## src/hdl/tsr_pkg.sv

```systemverilog
package tsr_pkg;

  localparam int COORD_BITS    = 16;
  localparam int FRAC_BITS_DEF = 16;
  localparam int ROW_BITS      = 15;
  localparam int COLOR_BITS    = 32;
  localparam int STEP_BITS     = 32;

  localparam logic [ROW_BITS-1:0] SCREEN_WIDTH_RESET = 15'd320;

  typedef struct packed {
    logic                         op;
    logic signed [COORD_BITS-1:0] top_x;
    logic signed [COORD_BITS-1:0] top_y;
    logic signed [COORD_BITS-1:0] top_width;
    logic signed [COORD_BITS-1:0] bottom_x;
    logic signed [COORD_BITS-1:0] bottom_y;
    logic signed [COORD_BITS-1:0] bottom_width;
    logic [COLOR_BITS-1:0]        fill_color;
    logic [ROW_BITS-1:0]          row_limit;
  } in_item_t;

  typedef struct packed {
    logic [ROW_BITS-1:0]   span_row;
    logic [ROW_BITS-1:0]   span_left;
    logic [ROW_BITS-1:0]   span_right;
    logic [COLOR_BITS-1:0] span_color;
    logic                  visible;
    logic                  last_row;
    logic                  no_work;
  } out_item_t;

  typedef struct packed {
    logic load;
    logic advance;
    logic div_run;
    logic emit;
  } dp_cmd_t;

  typedef struct packed {
    logic is_step;
    logic div_needed;
    logic div_last;
  } dp_sts_t;

endpackage

```

## src/hdl/tsr_div.sv

```systemverilog
module tsr_div #(
  parameter int NUM_BITS = 33,
  parameter int DEN_BITS = 17
) (
  input  logic                           clk,
  input  logic                           rst_n,
  input  logic                           start,
  input  logic                           run,
  input  logic [NUM_BITS-1:0]            num_a,
  input  logic [NUM_BITS-1:0]            num_b,
  input  logic [DEN_BITS-1:0]            den,
  output logic [tsr_pkg::STEP_BITS-1:0]  step_a,
  output logic [tsr_pkg::STEP_BITS-1:0]  step_b,
  output logic                           last
);

  localparam int CNT_BITS = $clog2(NUM_BITS);

  logic [NUM_BITS-1:0]           quo_a_r, quo_b_r, quo_a_nxt, quo_b_nxt;
  logic [DEN_BITS-1:0]           rem_a_r, rem_b_r, den_r;
  logic [DEN_BITS:0]             stage_a, stage_b;
  logic [CNT_BITS-1:0]           cnt_r;
  logic [tsr_pkg::STEP_BITS-1:0] step_a_r, step_b_r;

  // One restoring division step: the top bit is the quotient bit.
  function automatic logic [DEN_BITS:0] div_stage(input logic [DEN_BITS-1:0] rem,
                                                  input logic msb,
                                                  input logic [DEN_BITS-1:0] d);
    logic [DEN_BITS:0] t;
    logic [DEN_BITS:0] diff;
    t    = {rem, msb};
    diff = t - {1'b0, d};
    if (t >= {1'b0, d}) begin
      return {1'b1, diff[DEN_BITS-1:0]};
    end else begin
      return {1'b0, t[DEN_BITS-1:0]};
    end
  endfunction

  function automatic logic [tsr_pkg::STEP_BITS-1:0] saturate(input logic [NUM_BITS-1:0] q);
    logic [63:0] w;
    w = 64'(q);
    return (|w[63:32]) ? '1 : w[31:0];
  endfunction

  assign stage_a   = div_stage(rem_a_r, quo_a_r[NUM_BITS-1], den_r);
  assign stage_b   = div_stage(rem_b_r, quo_b_r[NUM_BITS-1], den_r);
  assign quo_a_nxt = {quo_a_r[NUM_BITS-2:0], stage_a[DEN_BITS]};
  assign quo_b_nxt = {quo_b_r[NUM_BITS-2:0], stage_b[DEN_BITS]};
  assign last      = (cnt_r == CNT_BITS'(NUM_BITS - 1));

  always_ff @(posedge clk) begin
    if (!rst_n) begin
      cnt_r <= '0;
    end else if (start) begin
      cnt_r <= '0;
    end else if (run) begin
      cnt_r <= cnt_r + 1'b1;
    end
  end

  always_ff @(posedge clk) begin
    if (start) begin
      quo_a_r <= num_a;
      quo_b_r <= num_b;
      rem_a_r <= '0;
      rem_b_r <= '0;
      den_r   <= den;
    end else if (run) begin
      quo_a_r <= quo_a_nxt;
      quo_b_r <= quo_b_nxt;
      rem_a_r <= stage_a[DEN_BITS-1:0];
      rem_b_r <= stage_b[DEN_BITS-1:0];
      if (last) begin
        step_a_r <= saturate(quo_a_nxt);
        step_b_r <= saturate(quo_b_nxt);
      end
    end
  end

  assign step_a = step_a_r;
  assign step_b = step_b_r;

endmodule

```

## src/hdl/tsr_datapath.sv

```systemverilog
module tsr_datapath #(
  parameter int FRAC_BITS = tsr_pkg::FRAC_BITS_DEF
) (
  input  logic                            clk,
  input  logic                            rst_n,
  input  tsr_pkg::dp_cmd_t                cmd,
  output tsr_pkg::dp_sts_t                sts,
  input  tsr_pkg::in_item_t               in_data,
  input  logic                            cfg_we,
  input  logic [tsr_pkg::ROW_BITS-1:0]    cfg_data,
  output tsr_pkg::out_item_t              out_data
);

  localparam int C        = tsr_pkg::COORD_BITS;
  localparam int RB       = tsr_pkg::ROW_BITS;
  localparam int XW       = C + 2;
  localparam int CMPW     = (C + 3 > RB + 1) ? C + 3 : RB + 1;
  localparam int NUM_BITS = C + 1 + FRAC_BITS;
  localparam int SB       = tsr_pkg::STEP_BITS;

  logic [RB-1:0]  screen_width_r;
  logic           active_r, active_nxt;

  logic [RB-1:0]  cur_row_r, end_row_r, row_inc;
  logic [XW-1:0]  cur_x_r, cur_w_r, cur_x_nxt, cur_w_nxt;
  logic [FRAC_BITS-1:0] acc_x_r, acc_w_r;
  logic           x_right_r, w_shrink_r, stop_right_r, stop_left_r;
  logic [tsr_pkg::COLOR_BITS-1:0] color_r;
  tsr_pkg::out_item_t out_r, out_nxt;

  logic signed [CMPW-1:0] ld_x1, ld_y1, ld_w1, ld_x2, ld_y2, ld_w2, scr, lim;
  logic signed [CMPW-1:0] dx, adx_full, dw, adw_full, dy_full;
  logic [C:0]     adx, adw, dy;
  logic [RB-1:0]  start_row, stop_row;
  logic           reject, ld_ok;

  logic [SB-1:0]  x_step, w_step;
  logic [SB:0]    sum_x, sum_w, int_x, int_w;
  logic           div_last;

  logic signed [CMPW-1:0] px, pw, right, left, clip_r;
  logic           leave, vis, done;

  function automatic logic signed [CMPW-1:0] sx_c(input logic [C-1:0] v);
    return signed'({{(CMPW-C){v[C-1]}}, v});
  endfunction

  function automatic logic signed [CMPW-1:0] sx_x(input logic [XW-1:0] v);
    return signed'({{(CMPW-XW){v[XW-1]}}, v});
  endfunction

  // Trapezoid load checks and setup.
  always_comb begin
    ld_x1 = sx_c(in_data.top_x);
    ld_y1 = sx_c(in_data.top_y);
    ld_w1 = sx_c(in_data.top_width);
    ld_x2 = sx_c(in_data.bottom_x);
    ld_y2 = sx_c(in_data.bottom_y);
    ld_w2 = sx_c(in_data.bottom_width);
    scr   = signed'(CMPW'(screen_width_r));
    lim   = signed'(CMPW'(in_data.row_limit));

    reject = (ld_y1 > ld_y2) ||
             ((ld_x2 + ld_w2 < 0) && (ld_x1 + ld_w1 < 0)) ||
             ((ld_x1 > scr) && (ld_x2 > scr)) ||
             (ld_y2 < 0) || (ld_y1 > lim);

    start_row = ld_y1[CMPW-1] ? '0 : ld_y1[RB-1:0];
    stop_row  = (ld_y2 > lim) ? in_data.row_limit : ld_y2[RB-1:0];
    ld_ok     = !reject && (start_row != stop_row);

    dx       = ld_x2 - ld_x1;
    adx_full = dx[CMPW-1] ? -dx : dx;
    adx      = adx_full[C:0];
    dw       = ld_w2 - ld_w1;
    adw_full = dw[CMPW-1] ? -dw : dw;
    adw      = adw_full[C:0];
    dy_full  = ld_y2 - ld_y1;
    dy       = dy_full[C:0];
  end

  tsr_div #(
    .NUM_BITS(NUM_BITS),
    .DEN_BITS(C + 1)
  ) u_div (
    .clk    (clk),
    .rst_n  (rst_n),
    .start  (cmd.load && ld_ok),
    .run    (cmd.div_run),
    .num_a  ({adx, {FRAC_BITS{1'b0}}}),
    .num_b  ({adw, {FRAC_BITS{1'b0}}}),
    .den    (dy),
    .step_a (x_step),
    .step_b (w_step),
    .last   (div_last)
  );

  assign sts = '{is_step: in_data.op, div_needed: ld_ok, div_last: div_last};

  // Row advance: only the integer part of each running fraction moves the edge.
  always_comb begin
    sum_x     = {1'b0, x_step} + (SB + 1)'(acc_x_r);
    sum_w     = {1'b0, w_step} + (SB + 1)'(acc_w_r);
    int_x     = sum_x >> FRAC_BITS;
    int_w     = sum_w >> FRAC_BITS;
    cur_x_nxt = x_right_r  ? cur_x_r + int_x[XW-1:0] : cur_x_r - int_x[XW-1:0];
    cur_w_nxt = w_shrink_r ? cur_w_r - int_w[XW-1:0] : cur_w_r + int_w[XW-1:0];
  end

  // Span clipping and result assembly.
  always_comb begin
    px      = sx_x(cur_x_r);
    pw      = sx_x(cur_w_r);
    right   = px + pw;
    leave   = (stop_right_r && (px > scr)) || (stop_left_r && (right < 0));
    left    = px[CMPW-1] ? '0 : px;
    clip_r  = (right > scr) ? scr : right;
    vis     = !clip_r[CMPW-1] && (left <= scr);
    row_inc = cur_row_r + 1'b1;
    done    = leave || (row_inc == end_row_r);

    out_nxt = '0;
    if (!active_r) begin
      out_nxt.no_work = 1'b1;
    end else begin
      out_nxt.span_row   = cur_row_r;
      out_nxt.span_color = color_r;
      out_nxt.last_row   = done;
      if (!leave && vis) begin
        out_nxt.span_left  = left[RB-1:0];
        out_nxt.span_right = clip_r[RB-1:0];
        out_nxt.visible    = 1'b1;
      end
    end

    active_nxt = active_r;
    if (cmd.load) begin
      active_nxt = ld_ok;
    end else if (cmd.emit && active_r && done) begin
      active_nxt = 1'b0;
    end
  end

  always_ff @(posedge clk) begin
    if (!rst_n) begin
      active_r       <= 1'b0;
      screen_width_r <= tsr_pkg::SCREEN_WIDTH_RESET;
    end else begin
      active_r <= active_nxt;
      if (cfg_we) begin
        screen_width_r <= cfg_data;
      end
    end
  end

  always_ff @(posedge clk) begin
    if (cmd.load) begin
      cur_row_r    <= start_row;
      end_row_r    <= stop_row;
      cur_x_r      <= ld_x1[XW-1:0];
      cur_w_r      <= ld_w1[XW-1:0];
      acc_x_r      <= '0;
      acc_w_r      <= '0;
      x_right_r    <= ld_x2 > ld_x1;
      w_shrink_r   <= ld_w1 > ld_w2;
      stop_right_r <= ld_x2 > scr;
      stop_left_r  <= (ld_x2 + ld_w2) < 0;
      color_r      <= in_data.fill_color;
    end
    if (cmd.advance && active_r) begin
      cur_x_r <= cur_x_nxt;
      cur_w_r <= cur_w_nxt;
      acc_x_r <= sum_x[FRAC_BITS-1:0];
      acc_w_r <= sum_w[FRAC_BITS-1:0];
    end
    if (cmd.emit) begin
      out_r <= out_nxt;
      if (active_r && !leave) begin
        cur_row_r <= row_inc;
      end
    end
  end

  assign out_data = out_r;

endmodule

```

## src/hdl/tsr_ctrl.sv

```systemverilog
module tsr_ctrl (
  input  logic             clk,
  input  logic             rst_n,
  input  logic             in_valid,
  output logic             in_ready,
  output logic             out_valid,
  input  logic             out_ready,
  input  tsr_pkg::dp_sts_t sts,
  output tsr_pkg::dp_cmd_t cmd
);

  typedef enum logic [1:0] {
    ST_IDLE,
    ST_DIV,
    ST_EMIT
  } state_t;

  state_t state_r, state_nxt;
  logic   out_valid_r, out_valid_nxt;

  always_comb begin
    cmd           = '0;
    state_nxt     = state_r;
    out_valid_nxt = out_valid_r && !out_ready;
    case (state_r)
      ST_IDLE: begin
        if (in_valid) begin
          if (sts.is_step) begin
            cmd.advance = 1'b1;
            state_nxt   = ST_EMIT;
          end else begin
            cmd.load = 1'b1;
            if (sts.div_needed) begin
              state_nxt = ST_DIV;
            end
          end
        end
      end
      ST_DIV: begin
        cmd.div_run = 1'b1;
        if (sts.div_last) begin
          state_nxt = ST_IDLE;
        end
      end
      ST_EMIT: begin
        if (!out_valid_r || out_ready) begin
          cmd.emit      = 1'b1;
          out_valid_nxt = 1'b1;
          state_nxt     = ST_IDLE;
        end
      end
      default: begin
        state_nxt = ST_IDLE;
      end
    endcase
  end

  always_ff @(posedge clk) begin
    if (!rst_n) begin
      state_r     <= ST_IDLE;
      out_valid_r <= 1'b0;
    end else begin
      state_r     <= state_nxt;
      out_valid_r <= out_valid_nxt;
    end
  end

  assign in_ready  = (state_r == ST_IDLE);
  assign out_valid = out_valid_r;

endmodule

```

## src/hdl/trapezoid_span_rasterizer_core.sv

```systemverilog
// Scanline trapezoid rasterizer. Items arrive on the in_ channel: op 0 loads a
// trapezoid and returns nothing, op 1 returns the span of the next row on the
// out_ channel (or a no_work result when no trapezoid is active).
// The cfg_ channel writes the inclusive right clipping edge; it is always
// ready. It must be written only while the block is idle; the block itself
// does not enforce this. A load that is rejected or empty leaves the block
// idle. An accepted load then runs the bit-serial divider, which forms the
// x and width steps together, one quotient bit per cycle; no item is taken
// while it runs. A row item first advances the edges on the transfer, then
// clips the span and writes the output register; the result and its valid
// flag are registered, and no new item is taken before that write.
// The output register decouples the two sides: the next item is accepted while
// a result waits. When the receiver stalls, a row item holds in its clipping
// step until the output register is free.
// Reset clears the active flag, the output valid and restores the clipping edge
// to 320.
module trapezoid_span_rasterizer_core #(
  parameter int FRAC_BITS = tsr_pkg::FRAC_BITS_DEF
) (
  input  logic                         clk,
  input  logic                         rst_n,
  input  logic                         in_valid,
  output logic                         in_ready,
  input  tsr_pkg::in_item_t            in_data,
  output logic                         out_valid,
  input  logic                         out_ready,
  output tsr_pkg::out_item_t           out_data,
  input  logic                         cfg_valid,
  output logic                         cfg_ready,
  input  logic [tsr_pkg::ROW_BITS-1:0] cfg_data
);

  tsr_pkg::dp_cmd_t cmd;
  tsr_pkg::dp_sts_t sts;

  assign cfg_ready = 1'b1;

  tsr_ctrl u_ctrl (
    .clk       (clk),
    .rst_n     (rst_n),
    .in_valid  (in_valid),
    .in_ready  (in_ready),
    .out_valid (out_valid),
    .out_ready (out_ready),
    .sts       (sts),
    .cmd       (cmd)
  );

  tsr_datapath #(
    .FRAC_BITS(FRAC_BITS)
  ) u_datapath (
    .clk      (clk),
    .rst_n    (rst_n),
    .cmd      (cmd),
    .sts      (sts),
    .in_data  (in_data),
    .cfg_we   (cfg_valid && cfg_ready),
    .cfg_data (cfg_data),
    .out_data (out_data)
  );

endmodule
```

## config.mk

```make
export PLATFORM = sky130hd
export DESIGN_NAME = trapezoid_span_rasterizer_core
export DESIGN_NICKNAME = d
export VERILOG_FILES = /design/src/hdl/tsr_pkg.sv /design/src/hdl/tsr_div.sv /design/src/hdl/tsr_datapath.sv /design/src/hdl/tsr_ctrl.sv /design/src/hdl/trapezoid_span_rasterizer_core.sv
export SDC_FILE = /design/constraint.sdc
export NUM_CORES = 1
export LEC_CHECK = 0
export ABC_CLOCK_PERIOD_IN_PS = 12600
export BUFFER_PORTS_ARGS = -buffer_cell sky130_fd_sc_hd__buf_2
export CORE_MARGIN = 2
export CORE_UTILIZATION = 40
export DETAILED_ROUTE_END_ITERATION = 12
export PLACE_DENSITY_LB_ADDON = 0.12
export RECOVER_POWER = 50
export SYNTH_ARGS = -nofsm -noshare
export SYNTH_HDL_FRONTEND = slang
export SYNTH_HIERARCHICAL = 1
export SYNTH_SLANG_ARGS = --single-unit
```

## constraint.sdc

```tcl
create_clock -name clk -period 12.6 [get_ports clk]
set_clock_uncertainty 0.2 [all_clocks]
set_input_delay 2.52 -clock clk [delete_from_list [all_inputs] [get_ports clk]]
set_output_delay 2.52 -clock clk [all_outputs]
set_load 0.01 [all_outputs]
```

# [Yosys cells after proc, flatten, opt, wreduce, memory -nomap -nowiden]
# Index checks and enable logic that the tools add are counted.
[totals] output_inout_bits=83 input_bits=164 regBits=420 wordCells=153
[op_classes] reduce_logical=33 bitwise=2 order_cmp=16 mux=43 add_sub_neg=18 eq_ne=9
[ops] operator="18-bit 2-to-1 mux" count=8
[ops] operator="33-bit 2-to-1 mux" count=4
[ops] operator="16-bit > comparator" count=7
[ops] operator="15-bit 2-to-1 mux" count=5
[ops] operator="32-bit by 16-bit adder with 33-bit output" count=2
[ops] operator="32-bit by 1-bit < comparator with 1-bit output, second input constant" count=2
[ops] operator="17-bit 2-to-1 mux" count=3
[ops] operator="16-bit by 16-bit subtractor with 17-bit output" count=3
[ops] operator="16-bit 2-to-1 mux" count=3
[ops] operator="18-bit by 17-bit adder with 18-bit output" count=2
[ops] operator="18-bit by 17-bit greater-or-equal comparator with 1-bit output" count=2
[ops] operator="18-bit by 17-bit subtractor with 18-bit output" count=2
[ops] operator="16-bit by 16-bit adder with 17-bit output" count=2
[ops] operator="17-bit negation" count=2
[ops] operator="17-bit subtractor" count=2
[ops] operator="18-bit by 18-bit adder with 19-bit output" count=1
[ops] operator="19-bit by 16-bit > comparator with 1-bit output" count=1
[ops] operator="19-bit by 16-bit less-or-equal comparator with 1-bit output" count=1
[ops] operator="19-bit by 1-bit < comparator with 1-bit output, second input constant" count=1
[ops] operator="19-bit 2-to-1 mux" count=1
[ops] operator="18-bit by 16-bit > comparator with 1-bit output" count=1
[ops] operator="16-bit by 1-bit < comparator with 1-bit output, second input constant" count=1
[ops] operator="15-bit by 1-bit adder with 15-bit output, second input constant" count=1
[ops] operator="15-bit equality test" count=1
[ops] operator="21 further kinds" count=63

# [Depth between registers and ports, before layout]
# Gate-level depths: netlist of the first run.
[depth] word_depth=13 mapped_depth=25 mapped_depth_nobuf=25

# [By module]
# Netlist of the first run, hierarchy kept.
[by_module_without_submodules] module="tsr_datapath" area_each_um2=21411.8 cells_each=2365 seq_area_each_um2=6596.3 instances=1
[by_module_without_submodules] module="tsr_div" area_each_um2=9168.8 cells_each=743 seq_area_each_um2=5215.0 instances=1
[by_module_without_submodules] module="tsr_ctrl" area_each_um2=181.4 cells_each=19 seq_area_each_um2=60.1 instances=1
[by_module_without_submodules] module="trapezoid_span_rasterizer_core" area_each_um2=11.3 cells_each=2 seq_area_each_um2=0.0 instances=1

# [Least setup slack after synthesis of the first run]
# No wires, ideal clock.
[synth_path] kind="input-to-reg" startpoint="input in_data[143] (netlist name)" endpoint="register u_datapath.u_div.quo_a_r[0], enable pin" setup_ps=420 stages=9 setup_slack_ps=1725 n_path_buf=5 t_required_ps=11980 arrival_ps=10255 path_cell_list="buf_4 -> nor4b_2 -> clkbuf_1 -> clkbuf_1 -> nor4b_1 -> clkbuf_1 -> nor2_1 -> clkbuf_1 -> inv_1"
[synth_lines] item="start: declaration" line="trapezoid_span_rasterizer_core.sv:24" rtl="input tsr_pkg::in_item_t in_data,"
[synth_lines] item="end signal: assignment" line="tsr_div.sv:64" rtl="quo_a_r <= num_a;"
[synth_lines] item="end signal: assignment" line="tsr_div.sv:70" rtl="quo_a_r <= quo_a_nxt;"
[synth_lines] item="end: declaration" line="tsr_div.sv:19" rtl="logic [NUM_BITS-1:0] quo_a_r, quo_b_r, quo_a_nxt, quo_b_nxt;"

# [Worst setup path after layout of the first run]
[layout_path] startpoint="input in_data[5] (netlist name)" endpoint="register u_datapath.u_div.step_a_r, in the netlist u_datapath/u_div/step_a[31], enable pin"
[layout_via] elab_chain_cells=7 elab_cells_between_ends=10 classes_between="order compare (2); eq/ne (1); mux (1); bitwise (1); reduce/logical (5)"
[layout_lines] item="16-bit > comparator (on tied branches)" line="tsr_datapath.sv:69, tsr_datapath.sv:66"
[layout_lines] item="15-bit 2-to-1 mux or 1-bit logical OR (tied branches)" line="tsr_datapath.sv:69, tsr_datapath.sv:66"
[layout_lines] item="15-bit != test or 1-bit logical NOT (tied branches)" line="tsr_datapath.sv:70" rtl="ld_ok = !reject && (start_row != stop_row);"
[layout_lines] item="1-bit logical AND (*)" line="tsr_datapath.sv:70"
[layout_lines] item="1-bit logical AND (*)" line="tsr_datapath.sv:88" rtl=".start (cmd.load && ld_ok),"
[layout_lines] item="1-bit NOT (no line) (*)"
[layout_lines] item="3-bit AND reduction (no line) (*)"
[layout_lines] item="end signal: assignment" line="tsr_div.sv:75" rtl="step_a_r <= saturate(quo_a_nxt);"
[layout_lines] item="end: declaration" line="tsr_div.sv:23" rtl="logic [tsr_pkg::STEP_BITS-1:0] step_a_r, step_b_r;"
# Every way passes the cells marked *; elsewhere a longest branch is shown, timed or not.
# A chain may end at the register's enable or synchronous reset.

==> flow_summary.json, run 1 <==
{
  "status": "finished, violations left",
  "violations": "max-capacitance violations, max-slew violations",
  "die_w_um": 281.4,
  "core_um2": 76080,
  "grt_overflow": 0,
  "dp_hpwl_um": 71390,
  "regArea_um2": 11870,
  "row_count": 101,
  "grt_max_degree": 69,
  "start_util_pct": 40.45,
  "critPathLaunchType": "input port",
  "wl_met3_um": 4260,
  "relSlewSlack_pct": -122.6,
  "crit_arrival_ns": 8.20,
  "dp_cells": 4349,
  "io_buffers": 245,
  "wl_met1_um": 40160,
  "top_level_ports": 247,
  "hold_path.class": "reg -> reg",
  "max_cap_viol_count": 7,
  "clockRootBuffer": "clkbuf_16",
  "die-area_um2": 79170,
  "p_leak_nw": 13.88,
  "drc": 0,
  "multi_input_area_um2": 17840,
  "ys_types": 105,
  "worstSetupPathType": "in -> reg",
  "async_flop_share_pct": 0,
  "yosysTopAreaCellShare_pct": 33.76,
  "postSynthCellCount": 3129,
  "placed_area_um2": 33110,
  "layout_min_cycle_time_ns": 8.190,
  "end_kind": "flop",
  "synth_edf_count": 346,
  "post_cts_buffers": 0,
  "crit_slowest_cell": "clkbuf_1",
  "synthFlopType": "edfxtp_1",
  "drive_above_1_share_pct": 13.05,
  "grt_pass1_vias": 24300,
  "yosys_warnings": 6,
  "final_hold_viol_count": 0,
  "hold_buffers": 0,
  "nNetsFinal": 3857,
  "cts_sinks": 420,
  "yosysMostFrequentCell": "edfxtp_1",
  "max_freq_ghz": 0.1221,
  "cts-resized-gates": 0,
  "drt-pass1-iter-count": 5,
  "crit_fanout": 64,
  "ys_top_cells_by_count": "edfxtp_1 (346), ha_1 (312), nor2_1 (226)",
  "fin_cells": 4443,
  "nFillCells": 7386,
  "finalSetupViolCount": 0,
  "synth_area_um2": 30770,
  "cpPeakStageDelay_ns": 1.11,
  "syn_to_final_growth_pct": 12.28,
  "min_period_over_period_pct": 65.00,
  "clockBufferDepth": 3,
  "synth-seq-cells": 420,
  "avgRoutedWirePerCell_um": 20.68,
  "final_cell_area_um2": 34550,
  "fp.dieH_um": 281.4,
  "required_ns": 12.61,
  "insertion_delay_ns": 0.60,
  "synth_area_leaders": "edfxtp_1 (34%), ha_1 (13%), dfxtp_1 (4.8%)",
  "met2_length_um": 44420,
  "vias": 24600,
  "grt_pass1_wl_um": 138800,
  "tns_ns": 0,
  "numCtsBuffers": 50,
  "ir_worst_vdd_uv": 103.8,
  "drt_iter0_drc": 1485,
  "highest_layer": "met5",
  "final-max-slew-violation-count": 318,
  "ant_nets": 0,
  "worstMarginPinSlew_ns": 3.339,
  "h-tree-depth": 2,
  "routed_wl_um": 91900,
  "power.density_nw_per_um2": 126.6,
  "viasPerCell": 5.536,
  "gp_congestion": 0.9216,
  "path_cells": "clkbuf_1 -> inv_1 -> ha_1 -> a21o_1 -> a21o_1 -> a21oi_1 -> o211ai_1 -> o21ai_2 -> clkbuf_1 -> mux2i_1 -> a222oi_1 -> nand4_1 -> nor4_1 -> nor4b_2 -> nor2b_1 -> buf_4 -> and2_2 -> buf_4",
  "clk_pin_slew_ns": 0.06,
  "ys_seq_area_share_pct": 38.58,
  "antenna_found_initial": 5,
  "yosys.area.top_type": "edfxtp_1",
  "cts_tree": "yes",
  "avgSynthCellArea_um2": 9.835,
  "rsz0062_at_grt": "no",
  "track_usage_pct": 22.63
}
-- logic make-up (layout without fill, tap and decap cells) --
| family | Yosys count | count (layout) | share of synthesized area (%) |
|---|---|---|---|
| DFF | 420 | 420 | 38.58 |
| xor gates and xnor gates | 241 | 241 | 6.904 |
| muxes | 145 | 145 | 5.086 |
| buffers and inverters | 292 | 543 | 3.822 |
| AOI/OAI and AO/OA | 730 | 730 | 15.67 |
| other | 2 | 35 | 0.02440 |
| adders and majority gates | 322 | 322 | 13.34 |
| and+or+nand+nor | 977 | 977 | 16.58 |
-- cell type report --
cell class	instances	area share [%]
sequential	420	34.36
clock buffer	70	4.164
multi-input combinational	2448	51.64
timing repair buffer	261	3.498
clock inverter	22	0.5359
tap	1030	3.730
antenna	2	0.01448
inverter	190	2.064
-- worst max-delay path: cells and delay by family --
kind            cells  cell delay [ns]
buf+inv             5             2.30
simple gates        5             1.32
compound gates      6             1.25
mux                 1             0.40
fa+ha+maj           1             0.33
-- state kept, by name, summed over array words and instances (netlist names) --
signal                     cells
u_datapath/out_data           80
u_datapath/u_div/quo_a_r      33
u_datapath/u_div/quo_b_r      33
u_datapath/color_r            32
u_datapath/u_div/step_a       32
u_datapath/u_div/step_b       32
u_datapath/cur_w_r            18
u_datapath/cur_x_r            18
u_datapath/u_div/den_r        17
u_datapath/u_div/rem_a_r      17
u_datapath/u_div/rem_b_r      17
u_datapath/acc_w_r            16
u_datapath/acc_x_r            16
u_datapath/cur_row_r          15
u_datapath/end_row_r          15
u_datapath/screen_width_r     15
u_datapath/u_div/cnt_r         6
u_ctrl/state_r                 2
u_ctrl/out_valid               1
u_datapath/active_r            1
u_datapath/stop_left_r         1
u_datapath/stop_right_r        1
u_datapath/w_shrink_r          1
u_datapath/x_right_r           1
-- metrics by stage --
| stage | power [mW] | hold slack (ns) | utilization (%) | setup slack, ns |
|---|---|---|---|---|
| after global placement | 2.947 | 0.2631 | 43.52 | 4.829 |
| final | 4.375 | 0.2840 | 45.42 | 4.410 |
| after detailed placement | 2.969 | 0.2796 | 43.52 | 4.770 |
| after global routing | 4.612 | 0.3063 | 45.41 | 4.052 |
| after CTS | 4.415 | 0.2881 | 45.66 | 5.382 |
| after floorplan | 2.636 | 0.2427 | - | 1.725 |
-- path summary, 6_finish.rpt --
| check | cells after the start | slack, ns | from | end |
|---|---|---|---|---|
| worst max-delay path | 18 | 4.41 | in_data[5] | u_datapath/u_div/step_a[31]$_SDFFCE_PP1P_ |
| worst min-delay path | 2 | 0.28 | u_datapath/u_div/rem_a_r[8]$_SDFFE_PP0P_ | u_datapath/u_div/rem_a_r[8]$_SDFFE_PP0P_ |
| worst max register to register | 25 | 5.86 | u_datapath/acc_x_r[0]$_SDFFCE_PN0P_ | u_datapath/cur_x_r[17]$_DFFE_PP_ |
| worst min register to register | 2 | 0.28 | u_datapath/u_div/rem_a_r[8]$_SDFFE_PP0P_ | u_datapath/u_div/rem_a_r[8]$_SDFFE_PP0P_ |
-- layer usage --
layer | track usage [%] | up-vias
met5 | 0 | -
met2 | 39.51 | 621
met3 | 2.627 | 139
met4 | 7.406 | 4
met1 | 29.09 | 11850
li1 | - | 11980
-- power by group --
part / total [mW] / internal (mW) / switching, mW
logic: 1.25 / 0.513 / 0.735
clock network: 1.42 / 0.822 / 0.602
registers: 1.70 / 1.61 / 0.0879
total: 4.37 / 2.95 / 1.43
-- placed cells by master, fill, tap and decap left out, types with 10 or more instances in the layout --
cell type,synthesis,layout
fa_1,10,10
nor2b_1,57,57
or3_1,18,18
a311oi_1,10,10
dfxtp_1,74,74
and2_1,65,43
inv_1,188,187
nand2_1,199,199
o21bai_1,16,16
and2_0,0,21
mux2i_1,66,66
conb_1,2,33
a21o_1,59,59
or2_2,73,73
a21oi_1,178,178
nand4_1,49,49
a31oi_1,34,34
clkbuf_16,0,52
nor2_1,226,227
nor4_1,13,13
clkbuf_1,73,107
o211ai_1,27,27
xnor2_1,142,142
o21ai_0,158,158
a211oi_1,32,33
mux2_2,75,75
nor3b_1,23,23
o21ai_1,18,18
edfxtp_1,346,346
nand2b_1,29,28
ha_1,312,312
o31ai_1,19,19
o21a_1,39,39
nor3_1,71,70
buf_2,9,156
nand3_1,59,59
o22ai_1,10,10
xor2_1,98,98
and3_1,42,42
No activity file was read; power rests on OpenSTA's default activity.
==> run 2: changes to the inputs <==
--- a/config.mk
+++ b/config.mk
@@ -5,7 +5,7 @@
 export SDC_FILE = /design/constraint.sdc
 export NUM_CORES = 1
 export LEC_CHECK = 0
-export ABC_CLOCK_PERIOD_IN_PS = 12600
+export ABC_CLOCK_PERIOD_IN_PS = 8500
 export BUFFER_PORTS_ARGS = -buffer_cell sky130_fd_sc_hd__buf_2
 export CORE_MARGIN = 2
 export CORE_UTILIZATION = 40
==> constraint.sdc (replaced) <==
create_clock -name clk -period 8.5 [get_ports clk]
set_clock_uncertainty 0.2 [all_clocks]
set_input_delay 1.7 -clock clk [delete_from_list [all_inputs] [get_ports clk]]
set_output_delay 1.7 -clock clk [all_outputs]
set_load 0.01 [all_outputs]
==> flow_summary.json, run 2 (synthesis results as in run 1) <==
{
  "viasPerCell": 5.533,
  "cts_sinks": 420,
  "intPower_mw": 4.522,
  "drive_above_1_share_pct": 13.13,
  "fin_util_pct": 45.63,
  "layout_common_cells": "edfxtp_1 (346), ha_1 (312), nor2_1 (227)",
  "crit_fanout": 76,
  "final-max-slew-violation-count": 361,
  "post_cts_buffers": 0,
  "die-area_um2": 79170,
  "switchingPower_mw": 2.106,
  "insertion_delay_ns": 0.60,
  "core_um2": 76080,
  "hold_slack_ns": 0.2796,
  "worstMarginPinSlew_ns": 4.386,
  "row_count": 101,
  "nNetsFinal": 3857,
  "worstSetupPathType": "in -> reg",
  "p_comb_share_pct": 27.9,
  "rsz0062_at_grt": "no",
  "final_hold_viol_count": 0,
  "p_leak_nw": 13.97,
  "finalSetupViolCount": 0,
  "violations": "max-capacitance violations, max-slew violations",
  "layout_commonest_cell": "edfxtp_1",
  "grt_pass1_wl_um": 138700,
  "gp_congestion": 0.8935,
  "routed_wl_um": 92490,
  "tns_ns": 0,
  "grt_overflow": 0,
  "h-tree-depth": 2,
  "grt_pass1_vias": 23990,
  "clockRootBuffer": "clkbuf_16",
  "largest_reg_flops": 80,
  "ir_worst_vdd_uv": 130.9,
  "power.density_nw_per_um2": 191.0,
  "p_clk_share_pct": 34.0,
  "critPathLaunchType": "input port",
  "syn_to_final_growth_pct": 12.80,
  "track_usage_pct": 22.65,
  "drc": 0,
  "cts_tree": "yes",
  "status": "finished, violations left",
  "cts-resized-gates": 0,
  "max_cap_viol_count": 7,
  "clk_pin_slew_ns": 0.06,
  "vias": 24580,
  "end_kind": "flop",
  "hold_path.class": "reg -> reg",
  "sequentialPowerShare_pct": 38.1,
  "max_freq_ghz": 0.1432,
  "grt_max_degree": 100,
  "min_period_over_period_pct": 82.17,
  "io_buffers": 245,
  "drt_iter0_drc": 1573,
  "drt-pass1-iter-count": 5,
  "crit_arrival_ns": 7.27,
  "required_ns": 8.79,
  "relSlewSlack_pct": -192.4,
  "hold_buffers": 0,
  "swShare_pct": 31.78,
  "ant_nets": 0,
  "clockBufferDepth": 3,
  "start_util_pct": 40.45,
  "avgRoutedWirePerCell_um": 20.82,
  "nFillCells": 7374,
  "dp_hpwl_um": 71900,
  "numCtsBuffers": 50,
  "die_w_um": 281.4,
  "top_level_ports": 247,
  "fp.dieH_um": 281.4,
  "layout_min_cycle_time_ns": 6.985,
  "antenna_found_initial": 7
}
## run 2: power groups by stage
stage | Sequential (mW) | Clock [mW] | Combinational (mW)
2_1_floorplan | 2.51 | 0 | 1.40
3_3_place_gp | 2.56 | 0 | 1.80
3_5_place_dp | 2.56 | 0 | 1.84
4_1_cts | 2.52 | 2.32 | 1.85
5_1_grt | 2.54 | 2.39 | 2.05
6_report | 2.52 | 2.25 | 1.85
## run 2: cell type report
class | count | area, µm² | share of cell area, %
multi-input combinational | 2448 | 17850 | 51.42
sequential | 420 | 11870 | 34.20
clock buffer | 70 | 1505 | 4.336
tap | 1030 | 1289 | 3.713
timing repair buffer | 261 | 1242 | 3.579
inverter | 190 | 713.2 | 2.055
clock inverter | 22 | 236.5 | 0.6813
antenna | 2 | 5.005 | 0.01442
## run 2: stage by stage
stage                     total power, mW  setup slack [ns]  instances  area (µm²)
after detailed placement            4.399             1.257       4349       33140
after global routing                6.982            0.9658       4441       34710
after global placement              4.362             1.296       4349       33140
final                               6.628             1.515       4443       34710
after CTS                           6.685             1.877       4441       34880
after floorplan                     3.908            0.5338       3160       30900
## run 2: final timing paths
path | from | cells after the start | endpoint | slack (ns)
worst max-delay path | in_valid | 5 | u_datapath/cur_row_r[6]$_DFF_P_ | 1.52
worst min-delay path | u_datapath/u_div/rem_b_r[16]$_SDFFE_PP0P_ | 2 | u_datapath/u_div/rem_b_r[16]$_SDFFE_PP0P_ | 0.28
worst min register to register | u_datapath/u_div/rem_b_r[16]$_SDFFE_PP0P_ | 2 | u_datapath/u_div/rem_b_r[16]$_SDFFE_PP0P_ | 0.28
worst max register to register | u_datapath/acc_x_r[0]$_SDFFCE_PN0P_ | 23 | u_datapath/cur_x_r[17]$_DFFE_PP_ | 1.77
## run 2: layer usage
layer / GRT usage [%] / vias to the layer above / part of all wire, %
met3: 3.165 / 149 / 5.4
met5: 0 / - / 0.085
met4: 7.338 / 14 / 3.0
met2: 39.02 / 666 / 48
met1: 29.26 / 11750 / 44
li1: - / 12000 / -
## run 2: worst max-delay path: stages
cell and delay (ns):
clkbuf_1 0.15, nor4b_1 1.30, clkbuf_1 3.15, nand2_1 0.43
o221a_1 0.48
==> run 3: changes to the inputs <==
--- a/config.mk
+++ b/config.mk
@@ -5,7 +5,7 @@
 export SDC_FILE = /design/constraint.sdc
 export NUM_CORES = 1
 export LEC_CHECK = 0
-export ABC_CLOCK_PERIOD_IN_PS = 8500
+export ABC_CLOCK_PERIOD_IN_PS = 6500
 export BUFFER_PORTS_ARGS = -buffer_cell sky130_fd_sc_hd__buf_2
 export CORE_MARGIN = 2
 export CORE_UTILIZATION = 40
==> constraint.sdc (replaced) <==
create_clock -name clk -period 6.5 [get_ports clk]
set_clock_uncertainty 0.2 [all_clocks]
set_input_delay 1.3 -clock clk [delete_from_list [all_inputs] [get_ports clk]]
set_output_delay 1.3 -clock clk [all_outputs]
set_load 0.01 [all_outputs]
==> flow_summary.json, run 3 (synthesis results as in run 1) <==
{
  "grt_pass1_wl_um": 137500,
  "setup.worst_path.start": "in_data[5]",
  "hold_path.class": "reg -> reg",
  "relSlewSlack_pct": -68.29,
  "worstMarginPinSlew_ns": 2.524,
  "die_w_um": 281.4,
  "end_kind": "flop",
  "tns_ns": 0,
  "nFillCells": 7422,
  "reg2reg_from": "u_datapath/acc_x_r[0]$_SDFFCE_PN0P_",
  "finalSetupViolCount": 0,
  "io_buffers": 245,
  "max_freq_ghz": 0.1622,
  "power.density_nw_per_um2": 244.0,
  "fp.dieH_um": 281.4,
  "die-area_um2": 79170,
  "antenna_found_initial": 3,
  "multi_input_area_um2": 17890,
  "violations": "max-capacitance violations, max-slew violations",
  "whs_path_depth": 2,
  "ir_worst_vdd_uv": 177.8,
  "status": "finished, violations left",
  "worstSetupPathType": "in -> reg",
  "regArea_um2": 11870,
  "start_util_pct": 40.45,
  "layout_commonest_cell": "edfxtp_1",
  "clockRootBuffer": "clkbuf_16",
  "crit_fanout": 53,
  "numCtsBuffers": 50,
  "drc": 0,
  "final-max-slew-violation-count": 278,
  "insertion_delay_ns": 0.60,
  "viasPerCell": 5.511,
  "grt_pass1_vias": 24320,
  "worstHoldStart": "u_datapath/u_div/rem_b_r[16]$_SDFFE_PP0P_",
  "r2r_cells": 25,
  "core_um2": 76080,
  "hold_buffers": 0,
  "routed_wl_um": 90620,
  "min_to": "u_datapath/u_div/rem_b_r[16]$_SDFFE_PP0P_",
  "drive_above_1_share_pct": 13.56,
  "reg2reg_slack_ns": 0.43,
  "rsz0062_at_grt": "no",
  "diodes": 0,
  "layout_min_cycle_time_ns": 6.166,
  "avgRoutedWirePerCell_um": 20.36,
  "max_cap_viol_count": 6,
  "gp_congestion": 0.9488,
  "dp_hpwl_um": 70750,
  "largest_reg_flops": 80,
  "hold_slack_ns": 0.2784,
  "drt_iter0_drc": 1476,
  "crit_arrival_ns": 6.29,
  "track_usage_pct": 22.20,
  "vias": 24530,
  "top_level_ports": 247,
  "row_count": 101,
  "nNetsFinal": 3866,
  "syn_to_final_growth_pct": 12.73,
  "grt_max_degree": 78,
  "grt_overflow": 0,
  "h-tree-depth": 2,
  "ant_nets": 0,
  "p_leak_nw": 13.95,
  "final_hold_viol_count": 0,
  "drt-pass1-iter-count": 8,
  "cts_sinks": 420,
  "required_ns": 6.63,
  "layout_common_cells": "edfxtp_1 (346), ha_1 (312), nor2_1 (227)",
  "clockBufferDepth": 3,
  "min_period_over_period_pct": 94.87,
  "clk_pin_slew_ns": 0.05,
  "cts_tree": "yes",
  "critPathLaunchType": "input port",
  "r2r_end": "u_datapath/cur_x_r[17]$_DFFE_PP_"
}
==> run 3: changes by cell type in the layout (fill, tap and decap cells not counted), moves of 2 or more <==
cell | before | now
buf_2 | 157 | 159
clkbuf_2 | 0 | 2
bufinv_16 | 4 | 2
diode_2 | 2 | 0
clkinvlp_4 | 0 | 5
clkbuf_16 | 57 | 51
buf_4 | 9 | 19
==> run 3: worst max-delay path by stage <==
| stage | cells after the start | end | slack (ns) |
|---|---|---|---|
| 5_1_grt | 25 | u_datapath/cur_x_r[17]$_DFFE_PP_ | 0.01 |
| 3_3_place_gp | 25 | u_datapath/cur_x_r[17]$_DFFE_PP_ | 0.36 |
| 6_report | 16 | u_datapath/u_div/quo_a_r[17]$_DFFE_PP_ | 0.33 |
| 4_1_cts | 25 | u_datapath/cur_x_r[17]$_DFFE_PP_ | 0.23 |
| 2_1_floorplan | 9 | u_datapath/u_div/quo_a_r[0]$_DFFE_PP_ | 0.002 |
| 3_5_place_dp | 25 | u_datapath/cur_x_r[17]$_DFFE_PP_ | 0.28 |
==> run 3: critical path: stages <==
cell      delay [ns]
buf_2           0.11
inv_1           0.09
ha_1            0.32
a21o_1          0.18
a21o_1          0.18
a21oi_1         0.20
o211ai_1        0.10
o21ai_0         1.05
buf_4           0.34
mux2_2          0.36
or3_1           0.31
nand4_1         0.17
nor4_2          0.11
nor4b_4         0.40
buf_4           0.66
mux2_2          0.41
==> run 3: what timing repair did <==
action | CTS | global route
buffers inserted | 0 | 1
resized for setup | 0 | 4
endpoints found under the setup margin | 0 | 2
==> run 3: area by class of cell <==
cell class                      instances  share of cell area, %
Clock buffer                           69                  3.989
Clock inverter                         24                 0.6492
Inverter                              190                  2.067
Multi-Input combinational cell       2448                  51.56
Sequential cell                       420                  34.22
Tap cell                             1030                  3.715
Timing Repair Buffer                  270                  3.801
==> run 3: per-stage QoR <==
step	instances	util, %	area, µm²	total power, mW	setup WS [ns]
floorplan	3160	-	30930	5.110	0.002085
global placement	4357	43.66	33210	5.711	0.3611
detailed placement	4357	43.66	33210	5.751	0.2782
CTS	4450	45.77	34820	8.556	0.2320
global route	4451	45.60	34690	8.936	0.01099
finish	4451	45.60	34690	8.463	0.3336
==> run 3: routing by layer <==
| layer | wire length, µm | GRT usage (%) | part of all wire, % |
|---|---|---|---|
| met5 | 34 | 0 | 0.038 |
| met2 | 42910 | 38.23 | 47 |
| met3 | 4491 | 3.074 | 5.0 |
| met4 | 2615 | 6.792 | 2.9 |
| met1 | 40570 | 28.85 | 45 |
==> run 3: power breakdown <==
part           internal (mW)  leakage (nW)  switching, mW
Sequential              3.13          3.86          0.165
Clock                   1.58         0.773           1.16
Combinational           1.00          9.32           1.43
Total                   5.71          14.0           2.76
